`config.mk`:
```
export PLATFORM = sky130hd
export DESIGN_NAME = fault_log_blink_code_annunciator_flat
export DESIGN_NICKNAME = d
export VERILOG_FILES = /design/src/hdl/flbca_pkg.sv /design/src/hdl/flbca_req_if.sv /design/src/hdl/flbca_rsp_if.sv /design/src/hdl/fault_log_blink_code_annunciator.sv /design/src/hdl/flbca_seq.sv /design/src/hdl/flbca_dp.sv /design/src/flat_wrapper.sv
export SDC_FILE = /design/constraint.sdc
export NUM_CORES = 1
export LEC_CHECK = 0
export BUFFER_PORTS_ARGS = -buffer_cell sky130_fd_sc_hd__buf_2
export CAP_MARGIN = 20
export CORE_ASPECT_RATIO = 2
export CORE_MARGIN = 5
export CORE_UTILIZATION = 25
export CTS_BUF_LIST = sky130_fd_sc_hd__clkbuf_4
export CTS_CLUSTER_DIAMETER = 120
export CTS_CLUSTER_SIZE = 8
export DETAILED_ROUTE_END_ITERATION = 10
export GPL_TIMING_DRIVEN = 0
export PLACE_DENSITY = 0.43
export SETUP_SLACK_MARGIN = 0.05
export SYNTH_ARGS = -nofsm -noshare
export SYNTH_HDL_FRONTEND = slang
export SYNTH_SLANG_ARGS = --single-unit
```
`constraint.sdc`:
```
create_clock -name i_clk -period 9.74 [get_ports i_clk]
set_clock_uncertainty 0.15 [all_clocks]
set_input_delay 1.461 -clock i_clk [delete_from_list [all_inputs] [get_ports i_clk]]
set_output_delay 1.461 -clock i_clk [all_outputs]
set_load 0.01 [all_outputs]
```
`src/hdl/flbca_pkg.sv`:
```
package flbca_pkg;

    // Sizing
    localparam int HISTORY_DEPTH = 16;
    localparam int TIMER_BITS    = 24;
    localparam int REG_W         = 24;
    localparam int IDX_W         = (HISTORY_DEPTH > 1) ? $clog2(HISTORY_DEPTH) : 1;
    localparam int CNT_W         = $clog2(HISTORY_DEPTH + 1);
    localparam int CFG_IDX_W     = 3;
    localparam int ADDR_W        = 5;
    localparam int CODE_W        = 16;
    localparam int SEV_W         = 2;
    localparam int MAP_W         = 32;

    // Configuration register indexes
    localparam logic [CFG_IDX_W-1:0] CFG_BLINK     = 3'd0;
    localparam logic [CFG_IDX_W-1:0] CFG_MID_GAP   = 3'd1;
    localparam logic [CFG_IDX_W-1:0] CFG_END_GAP   = 3'd2;
    localparam logic [CFG_IDX_W-1:0] CFG_LONG_BEEP = 3'd3;
    localparam logic [CFG_IDX_W-1:0] CFG_FAULT_GAP = 3'd4;

    // Register reset values
    localparam logic [REG_W-1:0] RST_BLINK     = 24'd200000;
    localparam logic [REG_W-1:0] RST_MID_GAP   = 24'd600000;
    localparam logic [REG_W-1:0] RST_END_GAP   = 24'd1000000;
    localparam logic [REG_W-1:0] RST_LONG_BEEP = 24'd1000000;
    localparam logic [REG_W-1:0] RST_FAULT_GAP = 24'd500000;

    // Severity codes
    localparam logic [SEV_W-1:0] SEV_INFO    = 2'd0;
    localparam logic [SEV_W-1:0] SEV_WARNING = 2'd1;
    localparam logic [SEV_W-1:0] SEV_ERROR   = 2'd2;
    localparam logic [SEV_W-1:0] SEV_FATAL   = 2'd3;

    typedef enum logic [1:0] {
        REQ_REPORT = 2'd0,
        REQ_CLEAR  = 2'd1,
        REQ_TICK   = 2'd2,
        REQ_START  = 2'd3
    } t_req;

    // Micro-operations issued to the datapath
    typedef enum logic [3:0] {
        UOP_NOP,
        UOP_REPORT,
        UOP_CLEAR,
        UOP_TIMER_DEC,
        UOP_READ,
        UOP_ADVANCE,
        UOP_IDX_INC,
        UOP_IDX_ZERO,
        UOP_START_FAULT,
        UOP_GO_IDLE,
        UOP_EMIT
    } t_uop;

    // Jump conditions
    typedef enum logic [2:0] {
        COND_NEVER,
        COND_ALWAYS,
        COND_EMPTY,
        COND_PH_IDLE,
        COND_TIMER_NZ,
        COND_PH_FGAP,
        COND_IDX_END
    } t_cond;

    // Sequencer to datapath
    typedef struct packed {
        logic accept;
        t_uop op;
        logic emit;
    } t_ctl;

    // Datapath flags for jump conditions
    typedef struct packed {
        logic empty;
        logic ph_idle;
        logic timer_nz;
        logic ph_fgap;
        logic idx_end;
    } t_stat;

    // Result payload
    typedef struct packed {
        logic             red_led;
        logic             green_led;
        logic             buzzer_on;
        logic             playing;
        logic [CNT_W-1:0] logged_count;
        logic [MAP_W-1:0] module_bitmap;
        logic             critical_seen;
    } t_rsp;

    // Duration register to timer load: zero counts as one tick, saturate to timer width
    function automatic logic [TIMER_BITS-1:0] dur_to_timer(input logic [REG_W-1:0] dur);
        logic [REG_W-1:0] d;
        logic [31:0]      w;
        logic [31:0]      tmax;
        d    = (dur == '0) ? '0 : dur - REG_W'(1);
        w    = 32'(d);
        tmax = 32'((64'd1 << TIMER_BITS) - 64'd1);
        if (w > tmax) begin
            w = tmax;
        end
        return w[TIMER_BITS-1:0];
    endfunction

endpackage

```
`src/hdl/flbca_req_if.sv`:
```
interface flbca_req_if;
    logic        valid;
    logic        ready;
    logic [1:0]  req_type;
    logic [15:0] fault_code;
    logic [1:0]  severity;

    modport source (output valid, output req_type, output fault_code, output severity,
                    input ready);
    modport sink   (input valid, input req_type, input fault_code, input severity,
                    output ready);
endinterface

```
`src/hdl/flbca_rsp_if.sv`:
```
interface flbca_rsp_if;
    logic        valid;
    logic        ready;
    logic        red_led;
    logic        green_led;
    logic        buzzer_on;
    logic        playing;
    logic [4:0]  logged_count;
    logic [31:0] module_bitmap;
    logic        critical_seen;

    modport source (output valid, output red_led, output green_led, output buzzer_on,
                    output playing, output logged_count, output module_bitmap,
                    output critical_seen, input ready);
    modport sink   (input valid, input red_led, input green_led, input buzzer_on,
                    input playing, input logged_count, input module_bitmap,
                    input critical_seen, output ready);
endinterface

```
`src/hdl/fault_log_blink_code_annunciator.sv`:
```
// Channel  | Dir | Fields                                          | Handshake
// i_req    | in  | req_type, fault_code, severity                  | valid/ready
// o_rsp    | out | red_led, green_led, buzzer_on, playing,         | valid/ready
//          |     | logged_count, module_bitmap, critical_seen      |
// i_cfg_*  | in  | i_cfg_idx, i_cfg_data                           | i_cfg_we
//
// Each item runs a short microprogram ending in an emit step: report and clear run one
// step; a tick stops when idle or counts a nonzero timer down, else steps the phase,
// or at a fault gap ends the fault and fetches the next entry or stops. A start on a
// nonempty log zeroes the index, reads the first entry and starts it; one item is in work at a time.
// A finished result sits in the output register; the next item may be taken meanwhile
// but its final step waits until that result is transferred.
// Synchronous active-low reset; no clearing pass, the history needs none.
module fault_log_blink_code_annunciator (
    input  logic                             i_clk,
    input  logic                             i_rst_n,
    flbca_req_if.sink                        i_req,
    flbca_rsp_if.source                      o_rsp,
    input  logic                             i_cfg_we,
    input  logic [flbca_pkg::CFG_IDX_W-1:0]  i_cfg_idx,
    input  logic [flbca_pkg::REG_W-1:0]      i_cfg_data
);
    import flbca_pkg::*;

    t_ctl  w_ctl;
    t_stat w_stat;
    t_rsp  w_rsp;
    logic  w_in_ready;
    logic  w_out_valid;

    // Microprogram sequencer
    flbca_seq u_seq (
        .i_clk       (i_clk),
        .i_rst_n     (i_rst_n),
        .i_in_valid  (i_req.valid),
        .o_in_ready  (w_in_ready),
        .i_req_type  (i_req.req_type),
        .o_out_valid (w_out_valid),
        .i_out_ready (o_rsp.ready),
        .i_stat      (w_stat),
        .o_ctl       (w_ctl)
    );

    // Log, timers and result register
    flbca_dp u_dp (
        .i_clk        (i_clk),
        .i_rst_n      (i_rst_n),
        .i_ctl        (w_ctl),
        .i_fault_code (i_req.fault_code),
        .i_severity   (i_req.severity),
        .i_cfg_we     (i_cfg_we),
        .i_cfg_idx    (i_cfg_idx),
        .i_cfg_data   (i_cfg_data),
        .o_stat       (w_stat),
        .o_rsp        (w_rsp)
    );

    assign i_req.ready         = w_in_ready;
    assign o_rsp.valid         = w_out_valid;
    assign o_rsp.red_led       = w_rsp.red_led;
    assign o_rsp.green_led     = w_rsp.green_led;
    assign o_rsp.buzzer_on     = w_rsp.buzzer_on;
    assign o_rsp.playing       = w_rsp.playing;
    assign o_rsp.logged_count  = w_rsp.logged_count;
    assign o_rsp.module_bitmap = w_rsp.module_bitmap;
    assign o_rsp.critical_seen = w_rsp.critical_seen;

endmodule

```
`src/hdl/flbca_seq.sv`:
```
module flbca_seq (
    input  logic                  i_clk,
    input  logic                  i_rst_n,
    input  logic                  i_in_valid,
    output logic                  o_in_ready,
    input  logic [1:0]            i_req_type,
    output logic                  o_out_valid,
    input  logic                  i_out_ready,
    input  flbca_pkg::t_stat      i_stat,
    output flbca_pkg::t_ctl       o_ctl
);
    import flbca_pkg::*;

    typedef enum logic {
        ST_IDLE,
        ST_RUN
    } t_state;

    typedef struct packed {
        t_uop              op;
        t_cond             cond;
        logic [ADDR_W-1:0] target;
    } t_uword;

    // Program entry points
    localparam logic [ADDR_W-1:0] A_REPORT = 5'd0;
    localparam logic [ADDR_W-1:0] A_CLEAR  = 5'd1;
    localparam logic [ADDR_W-1:0] A_TICK   = 5'd2;
    localparam logic [ADDR_W-1:0] A_FGAP   = 5'd7;
    localparam logic [ADDR_W-1:0] A_STOP   = 5'd11;
    localparam logic [ADDR_W-1:0] A_START  = 5'd12;
    localparam logic [ADDR_W-1:0] A_EMIT   = 5'd16;

    // Control store
    function automatic t_uword rom(input logic [ADDR_W-1:0] a);
        t_uword w;
        case (a)
            5'd0:    w = '{UOP_REPORT,      COND_ALWAYS,   A_EMIT};
            5'd1:    w = '{UOP_CLEAR,       COND_ALWAYS,   A_EMIT};
            // tick: idle, count down, or step the phase
            5'd2:    w = '{UOP_NOP,         COND_PH_IDLE,  A_EMIT};
            5'd3:    w = '{UOP_TIMER_DEC,   COND_TIMER_NZ, A_EMIT};
            5'd4:    w = '{UOP_NOP,         COND_PH_FGAP,  A_FGAP};
            5'd5:    w = '{UOP_READ,        COND_NEVER,    A_EMIT};
            5'd6:    w = '{UOP_ADVANCE,     COND_ALWAYS,   A_EMIT};
            // end of one fault: next entry or stop
            5'd7:    w = '{UOP_IDX_INC,     COND_NEVER,    A_EMIT};
            5'd8:    w = '{UOP_NOP,         COND_IDX_END,  A_STOP};
            5'd9:    w = '{UOP_READ,        COND_NEVER,    A_EMIT};
            5'd10:   w = '{UOP_START_FAULT, COND_ALWAYS,   A_EMIT};
            5'd11:   w = '{UOP_GO_IDLE,     COND_ALWAYS,   A_EMIT};
            // start playback
            5'd12:   w = '{UOP_NOP,         COND_EMPTY,    A_EMIT};
            5'd13:   w = '{UOP_IDX_ZERO,    COND_NEVER,    A_EMIT};
            5'd14:   w = '{UOP_READ,        COND_NEVER,    A_EMIT};
            5'd15:   w = '{UOP_START_FAULT, COND_ALWAYS,   A_EMIT};
            5'd16:   w = '{UOP_EMIT,        COND_NEVER,    A_EMIT};
            default: w = '{UOP_NOP,         COND_ALWAYS,   A_EMIT};
        endcase
        return w;
    endfunction

    t_state            r_state;
    logic [ADDR_W-1:0] r_pc;
    logic              r_out_valid;
    t_uword            w_word;
    logic              w_take;
    logic              w_accept;
    logic              w_emit;
    logic [ADDR_W-1:0] w_entry;

    assign w_word     = rom(r_pc);
    assign o_in_ready = (r_state == ST_IDLE);
    assign w_accept   = i_in_valid && o_in_ready;
    assign w_emit     = (r_state == ST_RUN) && (w_word.op == UOP_EMIT)
                        && (!r_out_valid || i_out_ready);
    assign o_out_valid = r_out_valid;

    // Jump condition select
    always_comb begin
        case (w_word.cond)
            COND_NEVER:    w_take = 1'b0;
            COND_ALWAYS:   w_take = 1'b1;
            COND_EMPTY:    w_take = i_stat.empty;
            COND_PH_IDLE:  w_take = i_stat.ph_idle;
            COND_TIMER_NZ: w_take = i_stat.timer_nz;
            COND_PH_FGAP:  w_take = i_stat.ph_fgap;
            COND_IDX_END:  w_take = i_stat.idx_end;
            default:       w_take = 1'b0;
        endcase
    end

    // Dispatch on request type
    always_comb begin
        case (t_req'(i_req_type))
            REQ_REPORT: w_entry = A_REPORT;
            REQ_CLEAR:  w_entry = A_CLEAR;
            REQ_TICK:   w_entry = A_TICK;
            REQ_START:  w_entry = A_START;
            default:    w_entry = A_EMIT;
        endcase
    end

    // Control word to datapath
    always_comb begin
        o_ctl.accept = w_accept;
        o_ctl.emit   = w_emit;
        o_ctl.op     = ((r_state == ST_RUN) && (w_word.op != UOP_EMIT)) ? w_word.op : UOP_NOP;
    end

    // Step counter, state and result valid
    always_ff @(posedge i_clk) begin
        if (!i_rst_n) begin
            r_state     <= ST_IDLE;
            r_pc        <= '0;
            r_out_valid <= 1'b0;
        end else begin
            // a new result replaces one leaving in the same cycle
            if (w_emit) begin
                r_out_valid <= 1'b1;
            end else if (r_out_valid && i_out_ready) begin
                r_out_valid <= 1'b0;
            end
            case (r_state)
                ST_IDLE: begin
                    if (w_accept) begin
                        r_pc    <= w_entry;
                        r_state <= ST_RUN;
                    end
                end
                ST_RUN: begin
                    if (w_word.op == UOP_EMIT) begin
                        if (w_emit) begin
                            r_state <= ST_IDLE;
                        end
                    end else if (w_take) begin
                        r_pc <= w_word.target;
                    end else begin
                        r_pc <= r_pc + ADDR_W'(1);
                    end
                end
                default: r_state <= ST_IDLE;
            endcase
        end
    end

endmodule

```
`src/hdl/flbca_dp.sv`:
```
module flbca_dp (
    input  logic                             i_clk,
    input  logic                             i_rst_n,
    input  flbca_pkg::t_ctl                  i_ctl,
    input  logic [15:0]                      i_fault_code,
    input  logic [1:0]                       i_severity,
    input  logic                             i_cfg_we,
    input  logic [flbca_pkg::CFG_IDX_W-1:0]  i_cfg_idx,
    input  logic [flbca_pkg::REG_W-1:0]      i_cfg_data,
    output flbca_pkg::t_stat                 o_stat,
    output flbca_pkg::t_rsp                  o_rsp
);
    import flbca_pkg::*;

    typedef enum logic [3:0] {
        PH_IDLE      = 4'd0,
        PH_RED_ON    = 4'd1,
        PH_RED_OFF   = 4'd2,
        PH_MID_GAP   = 4'd3,
        PH_GRN_ON    = 4'd4,
        PH_GRN_OFF   = 4'd5,
        PH_END_GAP   = 4'd6,
        PH_BUZ_ON    = 4'd7,
        PH_BUZ_OFF   = 4'd8,
        PH_FAULT_GAP = 4'd9
    } t_phase;

    // Configuration
    logic [REG_W-1:0] r_blink, r_mid_gap, r_end_gap, r_long_beep, r_fault_gap;

    // History store
    logic [CODE_W-1:0] r_hist_code [HISTORY_DEPTH];
    logic [SEV_W-1:0]  r_hist_sev  [HISTORY_DEPTH];
    logic [CODE_W-1:0] r_rd_code;
    logic [SEV_W-1:0]  r_rd_sev;

    // Held item
    logic [CODE_W-1:0] r_item_code;
    logic [SEV_W-1:0]  r_item_sev;

    // Log and playback state
    logic [CNT_W-1:0]      r_count, n_count;
    logic [MAP_W-1:0]      r_map, n_map;
    logic                  r_crit, n_crit;
    t_phase                r_phase, n_phase;
    logic [CNT_W-1:0]      r_index, n_index;
    logic [7:0]            r_blink_left, n_blink_left;
    logic [TIMER_BITS-1:0] r_timer, n_timer;

    logic [IDX_W-1:0] w_cur;
    logic             w_has_room;

    assign w_has_room = (r_count < CNT_W'(HISTORY_DEPTH));
    assign w_cur      = (r_index < CNT_W'(HISTORY_DEPTH)) ? r_index[IDX_W-1:0] : '0;

    // Flags for the sequencer
    always_comb begin
        o_stat.empty    = (r_count == '0);
        o_stat.ph_idle  = (r_phase == PH_IDLE);
        o_stat.timer_nz = (r_timer != '0);
        o_stat.ph_fgap  = (r_phase == PH_FAULT_GAP);
        o_stat.idx_end  = !((r_index < r_count) && (r_index < CNT_W'(HISTORY_DEPTH)));
    end

    // Register writes
    always_ff @(posedge i_clk) begin
        if (!i_rst_n) begin
            r_blink     <= RST_BLINK;
            r_mid_gap   <= RST_MID_GAP;
            r_end_gap   <= RST_END_GAP;
            r_long_beep <= RST_LONG_BEEP;
            r_fault_gap <= RST_FAULT_GAP;
        end else if (i_cfg_we) begin
            case (i_cfg_idx)
                CFG_BLINK:     r_blink     <= i_cfg_data;
                CFG_MID_GAP:   r_mid_gap   <= i_cfg_data;
                CFG_END_GAP:   r_end_gap   <= i_cfg_data;
                CFG_LONG_BEEP: r_long_beep <= i_cfg_data;
                CFG_FAULT_GAP: r_fault_gap <= i_cfg_data;
                default: ;
            endcase
        end
    end

    // History write on report, registered read of the current entry
    always_ff @(posedge i_clk) begin
        if (i_ctl.op == UOP_REPORT && w_has_room) begin
            r_hist_code[r_count[IDX_W-1:0]] <= r_item_code;
            r_hist_sev[r_count[IDX_W-1:0]]  <= r_item_sev;
        end
        if (i_ctl.op == UOP_READ) begin
            r_rd_code <= r_hist_code[w_cur];
            r_rd_sev  <= r_hist_sev[w_cur];
        end
        if (i_ctl.accept) begin
            r_item_code <= i_fault_code;
            r_item_sev  <= i_severity;
        end
    end

    // Micro-operation execution
    always_comb begin
        logic [7:0] bl_dec;
        bl_dec       = r_blink_left - 8'd1;
        n_count      = r_count;
        n_map        = r_map;
        n_crit       = r_crit;
        n_phase      = r_phase;
        n_index      = r_index;
        n_blink_left = r_blink_left;
        n_timer      = r_timer;
        case (i_ctl.op)
            UOP_REPORT: begin
                if (w_has_room) begin
                    n_count = r_count + CNT_W'(1);
                end
                n_map = r_map | (MAP_W'(1) << r_item_code[12:8]);
                if (r_item_sev == SEV_FATAL) begin
                    n_crit = 1'b1;
                end
            end
            UOP_CLEAR: begin
                n_count      = '0;
                n_map        = '0;
                n_crit       = 1'b0;
                n_phase      = PH_IDLE;
                n_index      = '0;
                n_blink_left = '0;
                n_timer      = '0;
            end
            UOP_TIMER_DEC: begin
                if (r_timer != '0) begin
                    n_timer = r_timer - TIMER_BITS'(1);
                end
            end
            UOP_IDX_INC:  n_index = r_index + CNT_W'(1);
            UOP_IDX_ZERO: n_index = '0;
            UOP_GO_IDLE: begin
                n_phase      = PH_IDLE;
                n_index      = '0;
                n_blink_left = '0;
                n_timer      = '0;
            end
            UOP_START_FAULT: begin
                if (r_rd_code[11:8] != 4'd0) begin
                    n_blink_left = {4'd0, r_rd_code[11:8]};
                    n_phase      = PH_RED_ON;
                    n_timer      = dur_to_timer(r_blink);
                end else begin
                    n_phase = PH_MID_GAP;
                    n_timer = dur_to_timer(r_mid_gap);
                end
            end
            UOP_ADVANCE: begin
                case (r_phase)
                    PH_RED_ON: begin
                        n_phase = PH_RED_OFF;
                        n_timer = dur_to_timer(r_blink);
                    end
                    PH_RED_OFF: begin
                        n_blink_left = bl_dec;
                        if (bl_dec != 8'd0) begin
                            n_phase = PH_RED_ON;
                            n_timer = dur_to_timer(r_blink);
                        end else begin
                            n_phase = PH_MID_GAP;
                            n_timer = dur_to_timer(r_mid_gap);
                        end
                    end
                    PH_MID_GAP: begin
                        if (r_rd_code[7:0] != 8'd0) begin
                            n_blink_left = r_rd_code[7:0];
                            n_phase      = PH_GRN_ON;
                            n_timer      = dur_to_timer(r_blink);
                        end else begin
                            n_phase = PH_END_GAP;
                            n_timer = dur_to_timer(r_end_gap);
                        end
                    end
                    PH_GRN_ON: begin
                        n_phase = PH_GRN_OFF;
                        n_timer = dur_to_timer(r_blink);
                    end
                    PH_GRN_OFF: begin
                        n_blink_left = bl_dec;
                        if (bl_dec != 8'd0) begin
                            n_phase = PH_GRN_ON;
                            n_timer = dur_to_timer(r_blink);
                        end else begin
                            n_phase = PH_END_GAP;
                            n_timer = dur_to_timer(r_end_gap);
                        end
                    end
                    PH_END_GAP: begin
                        // buzzer pattern by severity
                        case (r_rd_sev)
                            SEV_WARNING: begin
                                n_blink_left = 8'd1;
                                n_phase      = PH_BUZ_ON;
                                n_timer      = dur_to_timer(r_blink);
                            end
                            SEV_ERROR: begin
                                n_blink_left = 8'd2;
                                n_phase      = PH_BUZ_ON;
                                n_timer      = dur_to_timer(r_blink);
                            end
                            SEV_FATAL: begin
                                n_blink_left = 8'd1;
                                n_phase      = PH_BUZ_ON;
                                n_timer      = dur_to_timer(r_long_beep);
                            end
                            default: begin
                                n_phase = PH_FAULT_GAP;
                                n_timer = dur_to_timer(r_fault_gap);
                            end
                        endcase
                    end
                    PH_BUZ_ON: begin
                        if (r_rd_sev == SEV_ERROR) begin
                            n_phase = PH_BUZ_OFF;
                            n_timer = dur_to_timer(r_blink);
                        end else begin
                            n_phase = PH_FAULT_GAP;
                            n_timer = dur_to_timer(r_fault_gap);
                        end
                    end
                    PH_BUZ_OFF: begin
                        n_blink_left = bl_dec;
                        if (bl_dec != 8'd0) begin
                            n_phase = PH_BUZ_ON;
                            n_timer = dur_to_timer(r_blink);
                        end else begin
                            n_phase = PH_FAULT_GAP;
                            n_timer = dur_to_timer(r_fault_gap);
                        end
                    end
                    default: n_phase = PH_IDLE;
                endcase
            end
            default: ;
        endcase
    end

    // State registers
    always_ff @(posedge i_clk) begin
        if (!i_rst_n) begin
            r_count      <= '0;
            r_map        <= '0;
            r_crit       <= 1'b0;
            r_phase      <= PH_IDLE;
            r_index      <= '0;
            r_blink_left <= '0;
            r_timer      <= '0;
        end else begin
            r_count      <= n_count;
            r_map        <= n_map;
            r_crit       <= n_crit;
            r_phase      <= n_phase;
            r_index      <= n_index;
            r_blink_left <= n_blink_left;
            r_timer      <= n_timer;
        end
    end

    // Result register, loaded on the emit step
    always_ff @(posedge i_clk) begin
        if (i_ctl.emit) begin
            o_rsp.red_led       <= (r_phase == PH_RED_ON);
            o_rsp.green_led     <= (r_phase == PH_GRN_ON);
            o_rsp.buzzer_on     <= (r_phase == PH_BUZ_ON);
            o_rsp.playing       <= (r_phase != PH_IDLE);
            o_rsp.logged_count  <= r_count;
            o_rsp.module_bitmap <= r_map;
            o_rsp.critical_seen <= r_crit;
        end
    end

endmodule
```
`src/flat_wrapper.sv`:
```
// flat-port wrapper written by rule: the top's interface ports become plain ports
module fault_log_blink_code_annunciator_flat import flbca_pkg::*;
  (i_clk, i_rst_n, i_cfg_we, i_cfg_idx, i_cfg_data, i_req_valid, i_req_req_type, i_req_fault_code, i_req_severity, i_req_ready, o_rsp_valid, o_rsp_red_led, o_rsp_green_led, o_rsp_buzzer_on, o_rsp_playing, o_rsp_logged_count, o_rsp_module_bitmap, o_rsp_critical_seen, o_rsp_ready);
  flbca_req_if i_req_i ();
  flbca_rsp_if o_rsp_i ();
  input  logic i_clk;
  input  logic i_rst_n;
  input  logic i_cfg_we;
  input  logic [flbca_pkg::CFG_IDX_W-1:0] i_cfg_idx;
  input  logic [flbca_pkg::REG_W-1:0] i_cfg_data;
  input wire logic [$bits(i_req_i.valid)-1:0] i_req_valid;
  input wire logic [$bits(i_req_i.req_type)-1:0] i_req_req_type;
  input wire logic [$bits(i_req_i.fault_code)-1:0] i_req_fault_code;
  input wire logic [$bits(i_req_i.severity)-1:0] i_req_severity;
  output wire logic [$bits(i_req_i.ready)-1:0] i_req_ready;
  output wire logic [$bits(o_rsp_i.valid)-1:0] o_rsp_valid;
  output wire logic [$bits(o_rsp_i.red_led)-1:0] o_rsp_red_led;
  output wire logic [$bits(o_rsp_i.green_led)-1:0] o_rsp_green_led;
  output wire logic [$bits(o_rsp_i.buzzer_on)-1:0] o_rsp_buzzer_on;
  output wire logic [$bits(o_rsp_i.playing)-1:0] o_rsp_playing;
  output wire logic [$bits(o_rsp_i.logged_count)-1:0] o_rsp_logged_count;
  output wire logic [$bits(o_rsp_i.module_bitmap)-1:0] o_rsp_module_bitmap;
  output wire logic [$bits(o_rsp_i.critical_seen)-1:0] o_rsp_critical_seen;
  input wire logic [$bits(o_rsp_i.ready)-1:0] o_rsp_ready;
  assign i_req_i.valid = i_req_valid;
  assign i_req_i.req_type = i_req_req_type;
  assign i_req_i.fault_code = i_req_fault_code;
  assign i_req_i.severity = i_req_severity;
  assign i_req_ready = i_req_i.ready;
  assign o_rsp_valid = o_rsp_i.valid;
  assign o_rsp_red_led = o_rsp_i.red_led;
  assign o_rsp_green_led = o_rsp_i.green_led;
  assign o_rsp_buzzer_on = o_rsp_i.buzzer_on;
  assign o_rsp_playing = o_rsp_i.playing;
  assign o_rsp_logged_count = o_rsp_i.logged_count;
  assign o_rsp_module_bitmap = o_rsp_i.module_bitmap;
  assign o_rsp_critical_seen = o_rsp_i.critical_seen;
  assign o_rsp_i.ready = o_rsp_ready;
  fault_log_blink_code_annunciator u_core (.i_clk(i_clk), .i_rst_n(i_rst_n), .i_req(i_req_i), .o_rsp(o_rsp_i), .i_cfg_we(i_cfg_we), .i_cfg_idx(i_cfg_idx), .i_cfg_data(i_cfg_data));
endmodule
```
Word level (Yosys, flattened, before mapping)
Memories as Yosys holds them, arrays and structs flattened. A register that Yosys moved wholly into a read port is not among the register bits.
Index checks and enable logic that the tools add are counted.

word-level totals
  bits in latches = 0
  logic and storage cells = 189
  output and inout bits = 44
  register bits = 266
  memories = 3
  ROM bits = 384
  RAM bits = 288
  input port bits = 52

memory list
  name                     depth  width  read ports  clocked after memory_dff  wr ports  RTL line         text
  (name not given)         32     12     1           1                         0         flbca_seq.sv:37  case (a)
  u_core.u_dp.r_hist_code  16     16     1           1                         1         flbca_dp.sv:32   logic [CODE_W-1:0] r_hist_code [HISTORY_DEPTH];
  u_core.u_dp.r_hist_sev   16     2      1           1                         1         flbca_dp.sv:33   logic [SEV_W-1:0] r_hist_sev [HISTORY_DEPTH];

cells by class
  add/subtract/negate cells = 10
  $lt $le $gt $ge = 3
  reductions and logical operators = 46
  multiplexer cells = 53
  equality and inequality tests = 47
  div/mod/pow operators = 0
  multiply operators = 0
  shifts and indexed selects = 1
  bitwise logic cells = 2

operator list
  operator                 count
  $mux W24                 12
  $pmux W24 S7             1
  $sub A24 B1 Y24 const B  6
  $logic_not A24 Y1        5
  $pmux W24 S4             1
  $pmux W32 S2             1
  $pmux W24 S2             1
  $pmux W8 S3              2
  $eq A4 B3 Y1 const B     8
  $or A32 B32 Y32          1
  $pmux W4 S8              1
  $shl A1 B5 Y32 const A   1
  $mux W5                  6
  $pmux W5 S2              3
  $reduce_bool A24 Y1      1
  $eq A4 B4 Y1 const B     5
  $pmux W5 S4              1
  $eq A4 B2 Y1 const B     4
  $mux W4                  4
  $mux W8                  2
  $pmux W8 S2              1
  $reduce_and A2 Y1        8
  $reduce_bool A8 Y1       2
  $add A5 B1 Y5 const B    3
  other kinds (35)         82

Longest topological paths before layout
  word-level depth = 9
  mapped depth = 16
  gate-level depth less buffers = 14

Hierarchy
From an unflattened synthesis, not the netlist that was laid out.

unflattened totals
  cells, all modules = 2486
  area, all modules = 25036.5 um^2

modules (own cells, without submodules)
  module     area each (um^2)  cells each  instances  seq. area each (um^2)
  flbca_dp   23836.6           2347        1          12842.3
  flbca_seq  1199.9            139         1          360.3

Least setup slack after synthesis
No wires, ideal clock.

  path type = input port to flip-flop
  from = input o_rsp_ready
  to = register u_core.u_dp.o_rsp[0] (netlist name)
  arrival time = 3315 ps
  stages = 2
  path slack = 5832 ps
  setup time = 443 ps
  buffers on the path = 0
  required time = 9147 ps
  path through = nor2b_1 nor2_1

on the way
  longest elaborated chain between the ends = 2

ends and longest elaborated chain
  element                        RTL line            text
  start: declaration             flat_wrapper.sv:24  input wire logic [$bits(o_rsp_i.ready)-1:0] o_rsp_ready;
  $logic_or A1 B1 Y1             flbca_seq.sv:76     && (!r_out_valid || i_out_ready);
  $logic_and A1 B1 Y1            flbca_seq.sv:76
  named net u_core.u_seq.w_emit  flbca_seq.sv:69     logic w_emit;

The timed path passes the listed nets, and every way through them passes these cells.
A chain may end at the register's enable or synchronous reset.

Worst setup path after layout
  from = register u_core.u_dp.r_mid_gap[8]
  to = register u_core.u_dp.r_timer[16]

on the way
  longest elaborated chain between the ends = 5
  elaborated cells between the ends (all ways) = 7
  those cells by class = add/sub (1); mux (5); reduce/logical (1)

ends and longest elaborated chain
  element                                               RTL line          text
  start: declaration                                    flbca_dp.sv:29    logic [REG_W-1:0] r_blink, r_mid_gap, r_end_gap, r_long_beep, r_fault_gap;
  start signal: assignment                              flbca_dp.sv:76    CFG_MID_GAP: r_mid_gap <= i_cfg_data;
  $sub A24 B1 Y24 or $logic_not A24 Y1 (tied branches)  flbca_pkg.sv:100  d = (dur == '0) ? '0 : dur - REG_W'(1);
  $mux W24 *                                            flbca_pkg.sv:100
  $mux W24                                              flbca_dp.sv:162   if (bl_dec != 8'd0) begin
  $pmux W24 S7                                          flbca_dp.sv:155   case (r_phase)
  $pmux W24 S4 *                                        flbca_dp.sv:112   case (i_ctl.op)
  end signal: assignment                                flbca_dp.sv:261   r_timer <= n_timer;
  end: declaration                                      flbca_dp.sv:48    logic [TIMER_BITS-1:0] r_timer, n_timer;

Mark *: on every way between the ends. The rest lies on a longest branch, timed or not.

==> results_dict.tcl <==
set metrics [dict create \
    status "finished clean" \
    maxCapViolCount 0 \
    postCtsHoldBufs 0 \
    worstSetupEndpointType "flip-flop" \
    synth_mux_area_frac 0.0432 \
    dieArea_sq_mm 0.106 \
    avgSynthCellArea_sq_um 9.82 \
    syn-instance-count 2534 \
    post-cts-setup-buffer-count 0 \
    rr_worst_depth 10 \
    fmax_ghz 0.205 \
    critPathKind "flip-flop to flip-flop" \
    cts_buffers 73 \
    start_util 0.252 \
    synth_top_area_cell "edfxtp_1" \
    synth_compound_area_frac 0.153 \
    grt_pass1_vias 21300 \
    use_met1 0.181 \
    synth_simple_gate_area_frac 0.187 \
    p_leak_nw 9.62 \
    fin_crit_sh 0.501 \
    cp-start-kind "flip-flop" \
    power_density_mw_per_mm2 163 \
    synth-edff-count 295 \
    ant_nets 0 \
    top_usage_layer "met2" \
    ioPinCount 96 \
    io_buffers 92 \
    worstSkewPairLatency_ps 990 \
    grt_max_degree 30 \
    async_flop_share 0 \
    dp_slack_ps 5040 \
    synth_cell_types 89 \
    drt_iter0_drc 1620 \
    yosysTopAreaCellShare 0.356 \
    cts.sinks 512 \
    synth-seq-cells 512 \
    synthXorXnorAreaFrac 0.0401 \
    finalWorstSetupSlack_ps 4860 \
    root_buffer "clkbuf_4" \
    cts_tree "done" \
    die_w_um 233 \
    rsz0062_at_grt "no" \
    synth_top_flop_cell "edfxtp_1" \
    tightestPinTransition_ps 1230 \
    via_per_inst 5.21 \
    netlist_area_sq_mm 0.0249 \
    vias 21300 \
    syn2layout_area_growth_pct 13.1 \
    setup_viol 0 \
    synth_top_family_by_area "simple AND/OR/NAND/NOR gates" \
    wirelength_um 112000 \
    synth_fa_ha_area_frac 0.0166 \
    required_ps 10430 \
    min_period_ps 4880 \
    whs_ps 256 \
    grt_use_met3 0.0252 \
    gr-total-overflow 0 \
    drv_slew 0 \
    wl_per_cell_um 27.5 \
    worstHoldPathType "flip-flop to flip-flop" \
    path_clk_slew_ps 110 \
    use_met2 0.390 \
    post_cts_resized 0 \
    yosys_warnings 0 \
    peakVddDrop_mv 0.0917 \
    cts_max_path_buffers 3 \
    die_y_um 456 \
    fin_nets 2803 \
    dp_hpwl_um 88200 \
    place_congestion 0.988 \
    slew_headroom 0.172 \
    dr.pass1.iters 8 \
    reg2reg_slack_ps 4860 \
    grt_pass1_wl_um 156000 \
    drive_above_1_share 0.125 \
    grt_usage 0.205 \
    fillCellCount 10500 \
    syn_nets 2619 \
    synthTopCellsByArea "edfxtp_1 36%, dfxtp_1 17%, nand2_1 5.4%" \
    ys_seq_area_frac 0.530 \
    drcViolationCount 0 \
    core_sq_mm 0.0987 \
    finalSetupTns_ps 0 \
    critPathArrivalTime_ps 5570 \
    row_count 163 \
    hold_viol_final 0 \
    cp_max_fo 10 \
    antenna_found_initial 3 \
    whs_path_depth 0 \
    cts_max_level 3 \
]
[power breakdown]
part / switching, mW / total [mW] / internal [mW]
Combinational: 0.511 / 0.781 / 0.270
Clock: 0.845 / 1.38 / 0.532
Sequential: 0.0877 / 2.43 / 2.34
Total: 1.44 / 4.59 / 3.15
[cell usage in the layout (no fill, tap or decap), types with 64 or more instances in the layout]
master	n
nand2_1	360
edfxtp_1	295
a21oi_1	237
dfxtp_1	217
nor2_1	212
clkbuf_1	127
o21ai_0	114
clkbuf_4	108
buf_2	102
nor3_1	87
nand3_1	66
xnor2_1	64
[logic make-up (layout without fill, tap and decap cells)]
group                      count (synthesis)  in the layout
adders and majority gates                 33             33
and+or+nand+nor                          982            982
DFF                                      512            512
buffers and inverters                    182            405
AOI/OAI and AO/OA                        611            611
muxes                                    100            100
other                                      0              4
xor gates and xnor gates                 114            114
[area by class of cell]
cell class,instances,area [sq um],area share
diodes,4,10.0,0.000356
plain buffers,151,606,0.0215
clock buffers,108,811,0.0288
clock inverters,6,73.8,0.00262
inverters,31,116,0.00413
multi-input cells,1840,11000,0.391
flip-flops and latches,512,13200,0.469
well taps,1320,1650,0.0587
repair buffers,109,661,0.0235
[metrics by stage]
stage	utilization	cells	total power [mW]	cell area, sq um
after floorplan	-	2534	2.95	24900
after CTS	0.285	4075	4.64	28100
after global routing	0.285	4079	4.79	28100
final	0.285	4081	4.59	28200
after global placement	0.274	3946	3.25	27000
after detailed placement	0.276	3961	3.25	27200
[final timing paths]
path	to	startpoint
min	u_core.u_dp.o_rsp[15]$_DFFE_PP_	u_core.u_dp.r_map[14]$_SDFFE_PN0P_
max reg2reg	u_core.u_dp.r_timer[16]$_SDFFE_PN0P_	u_core.u_dp.r_mid_gap[8]$_SDFFE_PN1P_
min reg2reg	u_core.u_dp.o_rsp[15]$_DFFE_PP_	u_core.u_dp.r_map[14]$_SDFFE_PN0P_
max	u_core.u_dp.r_timer[16]$_SDFFE_PN0P_	u_core.u_dp.r_mid_gap[8]$_SDFFE_PN1P_
[sequential cells by signal, summed over array words and instances (netlist names), 2 cells and up]
name,count
u_core.u_dp.r_timer,24
u_core.u_dp.r_item_code,13
u_core.u_dp.r_map,32
u_core.u_dp.r_end_gap,24
u_core.u_seq.w_word,11
u_core.u_dp.r_fault_gap,24
u_core.u_dp.r_long_beep,24
u_core.u_dp.r_blink,24
u_core.u_dp.r_phase,4
u_core.u_dp.r_item_sev,2
u_core.u_dp.r_hist_sev,32
u_core.u_dp.r_hist_code,192
u_core.u_dp.r_rd_code,12
u_core.u_seq.r_pc,5
u_core.u_dp.r_count,5
u_core.u_dp.r_rd_sev,2
u_core.u_dp.o_rsp,42
u_core.u_dp.r_blink_left,8
u_core.u_dp.r_mid_gap,24
u_core.u_dp.r_index,5
[worst max-delay path: stages (launching register included)]
cell and delay, ps:
dfxtp_1 380, or4_1 630, nor4_1 690, and3_1 550, buf_2 290, buf_2 290
a21o_1 280, a22o_1 240, a21oi_1 60, o31ai_1 920, a21oi_1 230
[cell usage after synthesis, types with 16 or more instances]
library cell	count
or4_1	22
o21ai_0	114
a221oi_1	21
mux2_2	59
nand3_1	66
nor4_1	33
o31ai_1	16
inv_1	29
nor2b_1	19
a22oi_1	19
or3_1	35
mux2i_1	41
nor2_1	221
nor3_1	92
xnor2_1	64
a31oi_1	40
edfxtp_1	295
and3_1	27
ha_1	33
dfxtp_1	217
a211oi_1	19
xor2_1	50
o22ai_1	23
a21oi_1	237
nand2b_1	23
nand4_1	16
nand2_1	360
clkbuf_1	127
[routing by layer]
| layer | routed length, um | up-vias |
|---|---|---|
| met2 | 60500 | 783 |
| met1 | 34700 | 10400 |
| met3 | 4360 | 321 |
| li1 | - | 9727 |
| met5 | 0 | - |
| met4 | 12700 | 0 |
No activity file was read; power rests on OpenSTA's default activity.
